<file path="src/design/tse_pkg.sv">
`timescale 1ns / 1ps
`default_nettype none

package tse_pkg;

    // Transaction field widths
    localparam int DATA_W      = 32;
    localparam int TERM_CNT_W  = 4;

    // Series length limit and its counter width (limit stays within 1..15)
    localparam int MAX_TERMS   = 8;
    localparam int K_W         = 4;

    // Fixed-point formats
    localparam int FRAC_BITS   = 28;
    localparam int RECIP_BITS  = 32;

    // Shared multiplier: 32x32 digits, two digits per operand
    localparam int DIG_W       = 32;
    localparam int OPND_W      = 2 * DIG_W;
    localparam int PROD_W      = 3 * DIG_W;

    // Magnitude widths, bounded by |x| <= 8 (x^2 <= 64, terms below 512)
    localparam int X2_W        = 36;
    localparam int T_W         = 48;
    localparam int M_W         = 40;
    localparam int ACC_W       = 42;

    // Round-half-up offsets loaded into the product accumulator
    localparam logic [PROD_W-1:0] HALF_Q28 = PROD_W'(1) << (FRAC_BITS - 1);
    localparam logic [PROD_W-1:0] HALF_Q32 = PROD_W'(1) << (RECIP_BITS - 1);

    typedef logic [OPND_W-1:0] opnd_t;

    // Request to the shared multiplier
    typedef struct packed {
        logic start;
        logic a_wide;   // operand a uses its upper digit
        logic b_wide;   // operand b uses its upper digit
        logic q32;      // scale result by 2^-32 instead of 2^-28
    } mul_req_t;

    // Q32 reciprocal of (2k)(2k+1), rounded to nearest
    function automatic logic [RECIP_BITS-1:0] recip(input logic [K_W-1:0] k);
        logic [RECIP_BITS-1:0] r;
        begin
            case (k)
                4'd1:    r = 32'd715827883;
                4'd2:    r = 32'd214748365;
                4'd3:    r = 32'd102261126;
                4'd4:    r = 32'd59652324;
                4'd5:    r = 32'd39045157;
                4'd6:    r = 32'd27531842;
                4'd7:    r = 32'd20452225;
                4'd8:    r = 32'd15790321;
                4'd9:    r = 32'd12558384;
                4'd10:   r = 32'd10226113;
                4'd11:   r = 32'd8488078;
                4'd12:   r = 32'd7158279;
                4'd13:   r = 32'd6118187;
                4'd14:   r = 32'd5289369;
                4'd15:   r = 32'd4618244;
                default: r = '0;
            endcase
            return r;
        end
    endfunction

endpackage

`default_nettype wire

</file>
<file path="src/design/tse_mul.sv">
`timescale 1ns / 1ps
`default_nettype none

module tse_mul (
    input  logic              clk,
    input  logic              rst_n,
    input  tse_pkg::mul_req_t req,
    input  tse_pkg::opnd_t    a,
    input  tse_pkg::opnd_t    b,
    output logic              done,
    output tse_pkg::opnd_t    res
);
    import tse_pkg::*;

    opnd_t             a_reg;
    opnd_t             b_reg;
    logic              a_wide_reg;
    logic              b_wide_reg;
    logic              q32_reg;
    logic              active_reg;
    logic              ai_reg;
    logic              bj_reg;
    logic [OPND_W-1:0] pp_reg;
    logic [1:0]        pp_sh_reg;
    logic              pp_vld_reg;
    logic              pp_last_reg;
    logic              done_reg;
    logic [PROD_W-1:0] prod_reg;

    logic [DIG_W-1:0]  a_dig;
    logic [DIG_W-1:0]  b_dig;
    logic [OPND_W-1:0] pp_now;
    logic              step_a;
    logic              step_b;
    logic [PROD_W-1:0] pp_ext;

    // Select the current digit pair and multiply
    assign a_dig  = ai_reg ? a_reg[OPND_W-1:DIG_W] : a_reg[DIG_W-1:0];
    assign b_dig  = bj_reg ? b_reg[OPND_W-1:DIG_W] : b_reg[DIG_W-1:0];
    assign pp_now = {{DIG_W{1'b0}}, a_dig} * {{DIG_W{1'b0}}, b_dig};

    assign step_a = !ai_reg && a_wide_reg;
    assign step_b = !bj_reg && b_wide_reg;

    // Align the registered partial product to its digit weight
    always_comb
    begin
        case (pp_sh_reg)
            2'd1:    pp_ext = {pp_reg, {DIG_W{1'b0}}};
            2'd2:    pp_ext = {pp_reg[DIG_W-1:0], {OPND_W{1'b0}}};
            default: pp_ext = {{DIG_W{1'b0}}, pp_reg};
        endcase
    end

    // Sequence the digit pairs
    always_ff @(posedge clk or negedge rst_n)
    begin
        if (!rst_n)
        begin
            active_reg  <= 1'b0;
            ai_reg      <= 1'b0;
            bj_reg      <= 1'b0;
            pp_vld_reg  <= 1'b0;
            pp_last_reg <= 1'b0;
            pp_sh_reg   <= '0;
            done_reg    <= 1'b0;
            a_wide_reg  <= 1'b0;
            b_wide_reg  <= 1'b0;
            q32_reg     <= 1'b0;
        end
        else
        begin
            pp_vld_reg  <= active_reg;
            pp_last_reg <= !step_a && !step_b;
            pp_sh_reg   <= {1'b0, ai_reg} + {1'b0, bj_reg};
            done_reg    <= pp_vld_reg && pp_last_reg;
            if (req.start)
            begin
                active_reg <= 1'b1;
                ai_reg     <= 1'b0;
                bj_reg     <= 1'b0;
                a_wide_reg <= req.a_wide;
                b_wide_reg <= req.b_wide;
                q32_reg    <= req.q32;
            end
            else if (active_reg)
            begin
                if (step_a)
                begin
                    ai_reg <= 1'b1;
                end
                else
                begin
                    ai_reg <= 1'b0;
                    if (step_b)
                    begin
                        bj_reg <= 1'b1;
                    end
                    else
                    begin
                        active_reg <= 1'b0;
                    end
                end
            end
        end
    end

    // Load operands, register the partial product, accumulate
    always_ff @(posedge clk)
    begin
        pp_reg <= pp_now;
        if (req.start)
        begin
            a_reg    <= a;
            b_reg    <= b;
            prod_reg <= req.q32 ? HALF_Q32 : HALF_Q28;
        end
        else if (pp_vld_reg)
        begin
            prod_reg <= prod_reg + pp_ext;
        end
    end

    assign done = done_reg;
    assign res  = q32_reg ? prod_reg[PROD_W-1:RECIP_BITS]
                          : prod_reg[OPND_W+FRAC_BITS-1:FRAC_BITS];

    a_start_idle: assert property (@(posedge clk) disable iff (!rst_n)
        req.start |-> (!active_reg && !pp_vld_reg))
        else $error("multiplier started while a product is in progress");

    a_done_idle: assert property (@(posedge clk) disable iff (!rst_n)
        done_reg |-> !active_reg)
        else $error("multiplier done while digit pairs remain");

endmodule

`default_nettype wire

</file>
<file path="src/design/tse_seq.sv">
`timescale 1ns / 1ps
`default_nettype none

module tse_seq (
    input  logic                                  clk,
    input  logic                                  rst_n,
    input  logic                                  start,
    input  logic signed [tse_pkg::DATA_W-1:0]     angle_in,
    input  logic [tse_pkg::TERM_CNT_W-1:0]        term_count,
    input  logic                                  out_free,
    output logic                                  idle,
    output logic                                  res_vld,
    output logic [tse_pkg::DATA_W-1:0]            res_val,
    output tse_pkg::mul_req_t                     mul_req,
    output tse_pkg::opnd_t                        mul_a,
    output tse_pkg::opnd_t                        mul_b,
    input  logic                                  mul_done,
    input  tse_pkg::opnd_t                        mul_res
);
    import tse_pkg::*;

    localparam logic [2:0] S_IDLE = 3'd0;
    localparam logic [2:0] S_X2   = 3'd1;
    localparam logic [2:0] S_X2W  = 3'd2;
    localparam logic [2:0] S_T    = 3'd3;
    localparam logic [2:0] S_TW   = 3'd4;
    localparam logic [2:0] S_M    = 3'd5;
    localparam logic [2:0] S_MW   = 3'd6;
    localparam logic [2:0] S_FIN  = 3'd7;

    localparam logic signed [ACC_W-1:0] SAT_MAX = {{(ACC_W-DATA_W+1){1'b0}},
                                                   {(DATA_W-1){1'b1}}};
    localparam logic signed [ACC_W-1:0] SAT_MIN = {{(ACC_W-DATA_W+1){1'b1}},
                                                   {(DATA_W-1){1'b0}}};

    logic [2:0]              state_reg;
    logic [2:0]              state_next;
    logic [K_W-1:0]          k_reg;
    logic [K_W-1:0]          n_reg;
    logic                    neg_reg;
    logic [DATA_W-1:0]       mag_reg;
    logic [X2_W-1:0]         x2_reg;
    logic [T_W-1:0]          t_reg;
    logic [M_W-1:0]          m_reg;
    logic signed [ACC_W-1:0] acc_reg;

    logic [DATA_W-1:0]       mag_in;
    logic [K_W-1:0]          n_in;
    logic [M_W-1:0]          m_new;
    logic signed [ACC_W-1:0] m_ext;
    logic signed [ACC_W-1:0] fin_val;

    // Magnitude and clamped term count of the incoming transaction
    assign mag_in = angle_in[DATA_W-1] ? DATA_W'(~angle_in + 1'b1) : angle_in;
    assign n_in   = (term_count > TERM_CNT_W'(MAX_TERMS)) ? K_W'(MAX_TERMS)
                                                          : K_W'(term_count);

    assign m_new  = mul_res[M_W-1:0];
    assign m_ext  = $signed({{(ACC_W-M_W){1'b0}}, m_new});

    // Sequencer
    always_comb
    begin
        state_next = state_reg;
        case (state_reg)
            S_IDLE:  if (start) state_next = S_X2;
            S_X2:    state_next = S_X2W;
            S_X2W:   if (mul_done) state_next = (n_reg == '0) ? S_FIN : S_T;
            S_T:     state_next = S_TW;
            S_TW:    if (mul_done) state_next = S_M;
            S_M:     state_next = S_MW;
            S_MW:    if (mul_done) state_next = (k_reg == n_reg) ? S_FIN : S_T;
            S_FIN:   if (out_free) state_next = S_IDLE;
            default: state_next = S_IDLE;
        endcase
    end

    always_ff @(posedge clk or negedge rst_n)
    begin
        if (!rst_n)
        begin
            state_reg <= S_IDLE;
            k_reg     <= '0;
            n_reg     <= '0;
        end
        else
        begin
            state_reg <= state_next;
            if (state_reg == S_IDLE && start)
            begin
                k_reg <= K_W'(1);
                n_reg <= n_in;
            end
            else if (state_reg == S_MW && mul_done)
            begin
                k_reg <= k_reg + 1'b1;
            end
        end
    end

    // Capture operands, products and the running sum
    always_ff @(posedge clk)
    begin
        if (state_reg == S_IDLE && start)
        begin
            neg_reg <= angle_in[DATA_W-1];
            mag_reg <= mag_in;
            m_reg   <= M_W'(mag_in);
            acc_reg <= $signed({{(ACC_W-DATA_W){1'b0}}, mag_in});
        end
        if (state_reg == S_X2W && mul_done)
        begin
            x2_reg <= mul_res[X2_W-1:0];
        end
        if (state_reg == S_TW && mul_done)
        begin
            t_reg <= mul_res[T_W-1:0];
        end
        if (state_reg == S_MW && mul_done)
        begin
            m_reg   <= m_new;
            acc_reg <= k_reg[0] ? (acc_reg - m_ext) : (acc_reg + m_ext);
        end
    end

    // Drive the shared multiplier
    always_comb
    begin
        mul_req = '0;
        mul_a   = '0;
        mul_b   = '0;
        case (state_reg)
            S_X2:
            begin
                mul_req.start = 1'b1;
                mul_a         = OPND_W'(mag_reg);
                mul_b         = OPND_W'(mag_reg);
            end
            S_T:
            begin
                mul_req.start  = 1'b1;
                mul_req.a_wide = 1'b1;
                mul_req.b_wide = 1'b1;
                mul_a          = OPND_W'(m_reg);
                mul_b          = OPND_W'(x2_reg);
            end
            S_M:
            begin
                mul_req.start  = 1'b1;
                mul_req.a_wide = 1'b1;
                mul_req.q32    = 1'b1;
                mul_a          = OPND_W'(t_reg);
                mul_b          = OPND_W'(recip(k_reg));
            end
            default:
            begin
                mul_req = '0;
            end
        endcase
    end

    // Apply the sign and saturate
    assign fin_val = neg_reg ? -acc_reg : acc_reg;

    always_comb
    begin
        if (fin_val > SAT_MAX)
        begin
            res_val = SAT_MAX[DATA_W-1:0];
        end
        else if (fin_val < SAT_MIN)
        begin
            res_val = SAT_MIN[DATA_W-1:0];
        end
        else
        begin
            res_val = fin_val[DATA_W-1:0];
        end
    end

    assign res_vld = (state_reg == S_FIN) && out_free;
    assign idle    = (state_reg == S_IDLE);

    a_term_range: assert property (@(posedge clk) disable iff (!rst_n)
        (state_reg == S_T || state_reg == S_M) |-> (k_reg != '0 && k_reg <= n_reg))
        else $error("term index outside the requested series length");

endmodule

`default_nettype wire

</file>
<file path="src/design/taylor_sine_eval.sv">
`timescale 1ns / 1ps
`default_nettype none

// Truncated Taylor-series sine of a signed Q3.28 angle, result signed Q3.28 and
// saturated. One transaction is processed at a time. The series adds n terms
// after x, where n is term_count clamped to 8 (term_count resets to 3). All
// products go through the single shared 32x32 multiplier: x^2 takes one partial
// product, each term then takes four partial products for the multiply by x^2
// and two for the multiply by the reciprocal table entry. Every multiply has an
// issue step before its partial products and an accumulate and a hand-back step
// after them, and a final step moves the result into the output register. The next
// angle is taken as soon as the result has moved into the output register, even
// if it has not yet been read.
// term_count is written through cfg_we / cfg_wdata; write it only while no
// transaction is open. The block itself does not enforce this.
module taylor_sine_eval (
    input  logic                                clk,
    input  logic                                rst_n,
    input  logic                                cfg_we,
    input  logic [tse_pkg::TERM_CNT_W-1:0]      cfg_wdata,
    input  logic                                in_valid,
    output logic                                in_stall,
    input  logic signed [tse_pkg::DATA_W-1:0]   angle,
    output logic                                out_valid,
    input  logic                                out_stall,
    output logic signed [tse_pkg::DATA_W-1:0]   sine
);
    import tse_pkg::*;

    logic [TERM_CNT_W-1:0] term_count_reg;
    logic                  out_valid_reg;
    logic [DATA_W-1:0]     sine_reg;

    logic                  seq_idle;
    logic                  seq_res_vld;
    logic [DATA_W-1:0]     seq_res_val;
    logic                  out_free;
    logic                  in_take;
    mul_req_t              mul_req;
    opnd_t                 mul_a;
    opnd_t                 mul_b;
    logic                  mul_done;
    opnd_t                 mul_res;

    assign in_stall = !seq_idle;
    assign in_take  = in_valid && !in_stall;
    assign out_free = !out_valid_reg || !out_stall;

    // Hold the term count register
    always_ff @(posedge clk or negedge rst_n)
    begin
        if (!rst_n)
        begin
            term_count_reg <= TERM_CNT_W'(3);
        end
        else if (cfg_we)
        begin
            term_count_reg <= cfg_wdata;
        end
    end

    // Output register: load a finished result, drop it once taken
    always_ff @(posedge clk or negedge rst_n)
    begin
        if (!rst_n)
        begin
            out_valid_reg <= 1'b0;
        end
        else if (seq_res_vld)
        begin
            out_valid_reg <= 1'b1;
        end
        else if (!out_stall)
        begin
            out_valid_reg <= 1'b0;
        end
    end

    always_ff @(posedge clk)
    begin
        if (seq_res_vld)
        begin
            sine_reg <= seq_res_val;
        end
    end

    assign out_valid = out_valid_reg;
    assign sine      = $signed(sine_reg);

    tse_seq u_seq (
        .clk        (clk),
        .rst_n      (rst_n),
        .start      (in_take),
        .angle_in   (angle),
        .term_count (term_count_reg),
        .out_free   (out_free),
        .idle       (seq_idle),
        .res_vld    (seq_res_vld),
        .res_val    (seq_res_val),
        .mul_req    (mul_req),
        .mul_a      (mul_a),
        .mul_b      (mul_b),
        .mul_done   (mul_done),
        .mul_res    (mul_res)
    );

    tse_mul u_mul (
        .clk   (clk),
        .rst_n (rst_n),
        .req   (mul_req),
        .a     (mul_a),
        .b     (mul_b),
        .done  (mul_done),
        .res   (mul_res)
    );

    a_no_overwrite: assert property (@(posedge clk) disable iff (!rst_n)
        seq_res_vld |-> (!out_valid_reg || !out_stall))
        else $error("result loaded over an unread transaction");

endmodule

`default_nettype wire
</file>
<file path="config.mk">
export PLATFORM = sky130hd
export DESIGN_NAME = taylor_sine_eval
export DESIGN_NICKNAME = d
export VERILOG_FILES = /design/src/design/tse_pkg.sv /design/src/design/tse_mul.sv /design/src/design/tse_seq.sv /design/src/design/taylor_sine_eval.sv
export SDC_FILE = /design/constraint.sdc
export NUM_CORES = 2
export LEC_CHECK = 0
export ABC_AREA = 1
export CAP_MARGIN = 20
export CORE_ASPECT_RATIO = 1.25
export CORE_MARGIN = 2
export CORE_UTILIZATION = 53
export CTS_BUF_LIST = sky130_fd_sc_hd__clkbuf_16
export CTS_CLUSTER_DIAMETER = 60
export DETAILED_ROUTE_END_ITERATION = 8
export DONT_BUFFER_PORTS = 1
export GPL_TIMING_DRIVEN = 0
export HOLD_SLACK_MARGIN = 0.02
export PLACE_DENSITY = 0.68
export SLEW_MARGIN = 15
export SYNTH_ARGS = -nofsm -noshare
export SYNTH_HDL_FRONTEND = slang
export SYNTH_SLANG_ARGS = --single-unit
</file>
<file path="constraint.sdc">
create_clock -name clk -period 10.1 [get_ports clk]
set_input_delay 2.02 -clock clk [delete_from_list [all_inputs] [get_ports clk]]
set_output_delay 2.02 -clock clk [all_outputs]
set_load 0.02 [all_outputs]
</file>
==> impl_metrics.tcl <==
set metrics [dict create \
    fmax_mhz 101 \
    port-buffer-count 0 \
    critical-path-max-stage-delay_ps 770 \
    grt_overflow 0 \
    timing.critical_path.mode_cell "sky130_fd_sc_hd__fa_1" \
    cell_internal_pwr_uw 3130 \
    cts_max_path_bufs 3 \
    avgRoutedWirePerCell_um 28.1 \
    clk_pin_slew_ps 80 \
    maxCapViolCount 0 \
    number_of_placed_cells_counting_well_taps 9958 \
    detailed_routing_iteration_count_for_the_pre_antenna_repair_pass 7 \
    layout_common_cells "sky130_fd_sc_hd__nand2_1, sky130_fd_sc_hd__inv_1, sky130_fd_sc_hd__nor2_1" \
    combined_flip_flop_and_latch_cell_area_um2 13800 \
    clock_tree_from_tritoncts "built" \
    final_max_slew_viol_count 0 \
    synth_cells 8354 \
    route.antenna.remaining_nets 0 \
    mappedNetlistArea_um2 64800 \
    power.density_cell_area_nw_per_um2 59.0 \
    synth_nets 9694 \
    layoutNonFillerInstCount 10100 \
    routed-via-count 59200 \
    antenna_found_initial 13 \
    worst_ep_required_time_ps 10640 \
    dieWidth_um 317 \
    postSynthAreaPerCell_um2 7.76 \
    total_switching_power_uw 927 \
    power.static_leakage_uw 0.0345 \
    hp-class "flop to flop" \
    grt.total_usage_pct 45.4 \
    ys_seq_elements 486 \
    timing.critical_path.buf_inv 8 \
    combPwrFrac_pct 1.6 \
    yosysUniqueCellTypes 61 \
    timing.critical_path.from_type "flop" \
    first_iter_violations 6440 \
    fillCellCount 11500 \
    route.detailed.vias_per_inst 5.89 \
    synth_async_sr_flop_share_pct 5.56 \
    maximum_number_of_pins_on_one_net_before_global_route_repair 52 \
    swShare_pct 22.8 \
    area.growth.synth_to_final_pct 6.10 \
    irDropWorstVdd_mv 0.136 \
    initial_core_utilization_pct 53.4 \
    crit_path_top_delay_cell "sky130_fd_sc_hd__fa_1" \
    largest_fanout_of_any_net_on_the_critical_path 10 \
    largest_register_ffs 80 \
    die_height_um 395 \
    num_rows 143 \
    critPathTopFamily "adder cells" \
    multi_input_comb_area_um2 43900 \
    worst_slew_pin_slew_ps 1390 \
    grt_first_pass_wirelength_um 402000 \
    worstSetupEndpointType "flop" \
    run_status "finished, final reports clean" \
    cp_data_arrival_time_ps 10470 \
    h-tree-depth 2 \
    cts_root_buffer "sky130_fd_sc_hd__clkbuf_16" \
    dieArea_um2 125000 \
    post_cts.repair.setup_buffers 0 \
    worst_slew_margin_rel_pct 7.45 \
    finalCriticalPeriod_ps 9940 \
    place.gp.congestion 1.12 \
    synth_seq_area_share_pct 21.3 \
    final.setup_skew_ps 49.0 \
    cts.sinks 486 \
    hold_violations 0 \
    num_io_pins 75 \
    layout_worst_path_cycle_share_pct 98.4 \
    numCtsBuffers 46 \
    final.setup.tns_ps 0 \
    crit_type "flop to flop" \
    dominantRegCellSynth "sky130_fd_sc_hd__edfxtp_1" \
    route.final.wire_length_um 283000 \
    most_frequent_standard_cell_in_the_layout_excluding_fill_and_tap_cells "sky130_fd_sc_hd__nand2_1" \
    yosys_warnings 0 \
    detailed_place_hpwl_um 237000 \
    drive_above_1_share_pct 2.96 \
    clock_network_power_share_pct 45.4 \
    nNetsFinal 9758 \
    rsz_0062_raised_after_global_routing "false" \
    clock_network_latency_to_the_later_pin_of_the_worst_skew_pair_ps 630 \
    grt_pass1_vias 59800 \
    power.share.sequential_pct 53.0 \
    placeableCoreArea_um2 121000 \
    post_route_drc_violation_count 0 \
    number_of_enable_flip_flop_cells_after_synthesis 395 \
    setup-violations-final 0 \
]
==> cell usage after synthesis (7+ instances only) <==
library cell,count,area [um^2]
sky130_fd_sc_hd__nand3b_1,7,52.6
sky130_fd_sc_hd__o21ai_2,18,158
sky130_fd_sc_hd__nor2_1,1293,4850
sky130_fd_sc_hd__o21ai_0,327,1640
sky130_fd_sc_hd__inv_2,12,45.0
sky130_fd_sc_hd__dfxtp_1,64,1280
sky130_fd_sc_hd__nor3_1,52,260
sky130_fd_sc_hd__dfrtp_1,25,626
sky130_fd_sc_hd__a21o_1,15,113
sky130_fd_sc_hd__nand3_1,287,1440
sky130_fd_sc_hd__edfxtp_1,395,11900
sky130_fd_sc_hd__a21oi_1,350,1750
sky130_fd_sc_hd__ha_1,401,5020
sky130_fd_sc_hd__nor2_2,11,68.8
sky130_fd_sc_hd__nand4_1,53,332
sky130_fd_sc_hd__a22o_1,8,70.1
sky130_fd_sc_hd__buf_4,7,52.6
sky130_fd_sc_hd__buf_1,15,56.3
sky130_fd_sc_hd__o21a_1,26,195
sky130_fd_sc_hd__buf_2,12,60.1
sky130_fd_sc_hd__clkbuf_1,200,751
sky130_fd_sc_hd__o211ai_1,9,67.6
sky130_fd_sc_hd__nor4_1,8,50.1
sky130_fd_sc_hd__o22ai_1,36,225
sky130_fd_sc_hd__or2_2,26,163
sky130_fd_sc_hd__fa_1,898,18000
sky130_fd_sc_hd__xor2_1,113,990
sky130_fd_sc_hd__a21boi_0,8,60.1
sky130_fd_sc_hd__nand2_2,13,81.3
sky130_fd_sc_hd__nand2_1,1855,6960
sky130_fd_sc_hd__clkinv_1,33,124
sky130_fd_sc_hd__a31oi_1,17,106
sky130_fd_sc_hd__inv_1,1600,6010
sky130_fd_sc_hd__xnor2_1,42,368
sky130_fd_sc_hd__o21bai_1,34,255
sky130_fd_sc_hd__o21ai_1,32,160
==> final cells by class <==
type	count	share of cell area, %
multi-input cells	5980	63.8
flip-flops and latches	486	20.1
inverters	1645	8.98
well taps	1595	2.90
clock buffers	47	1.71
plain buffers	241	1.54
clock inverters	37	0.551
repair buffers	18	0.427
diodes	9	0.0327
==> final timing paths <==
path	from	to	slack, ps	cells past startpoint
min in group asynchronous	rst_n	term_count_reg[3]	1080	0
min reg2reg	u_mul.active_reg	u_mul.pp_vld_reg	380	0
max	u_mul.ai_reg	u_mul.pp_reg[39]	160	27
min	u_mul.active_reg	u_mul.pp_vld_reg	380	0
max in group asynchronous	rst_n	term_count_reg[1]	8850	0
max reg2reg	u_mul.ai_reg	u_mul.pp_reg[39]	160	27
==> timing repair <==
action / CTS / global route
resized for setup: 0 / 17
hold buffers: 0 / 0
setup endpoints to repair: 0 / 36
==> kinds of logic after synthesis <==
kind of cell	Yosys count	synth area share, %
and+or+nand+nor	3619	22.2
muxes	1	0.0174
AOI/OAI and AO/OA	906	7.77
buffers and inverters	1888	11.1
DFF	486	21.3
adders and majority gates	1299	35.5
xor gates and xnor gates	155	2.09
==> routing by layer <==
layer	vias up	GRT usage [%]	part of all wire, %
met5	-	0	0.010
li1	25800	-	-
met4	4	44.2	13
met3	1292	11.1	9.2
met2	3530	73.1	46
met1	28600	48.1	32
==> power groups by stage <==
| stage | Clock, uW | Sequential [uW] | Combinational [uW] |
|---|---|---|---|
| after detailed placement | 0 | 2190 | 62.0 |
| final | 1840 | 2150 | 65.2 |
| after global routing | 1910 | 2150 | 69.6 |
| after global placement | 0 | 2190 | 59.7 |
| after CTS | 1840 | 2150 | 62.3 |
| after floorplan | 0 | 2190 | 39.4 |
==> metrics by stage <==
step	util, %	power [uW]	hold WS (ps)	setup WS [ps]	area [um^2]
after floorplan	-	2230	354	2960	64800
after global placement	55.0	2250	359	182	66800
after detailed placement	55.2	2260	367	142	67100
after CTS	56.5	4060	387	21.2	68600
after global routing	56.6	4130	406	5.12	68800
final	56.6	4060	383	161	68800
(Power assumes the default switching activity.)
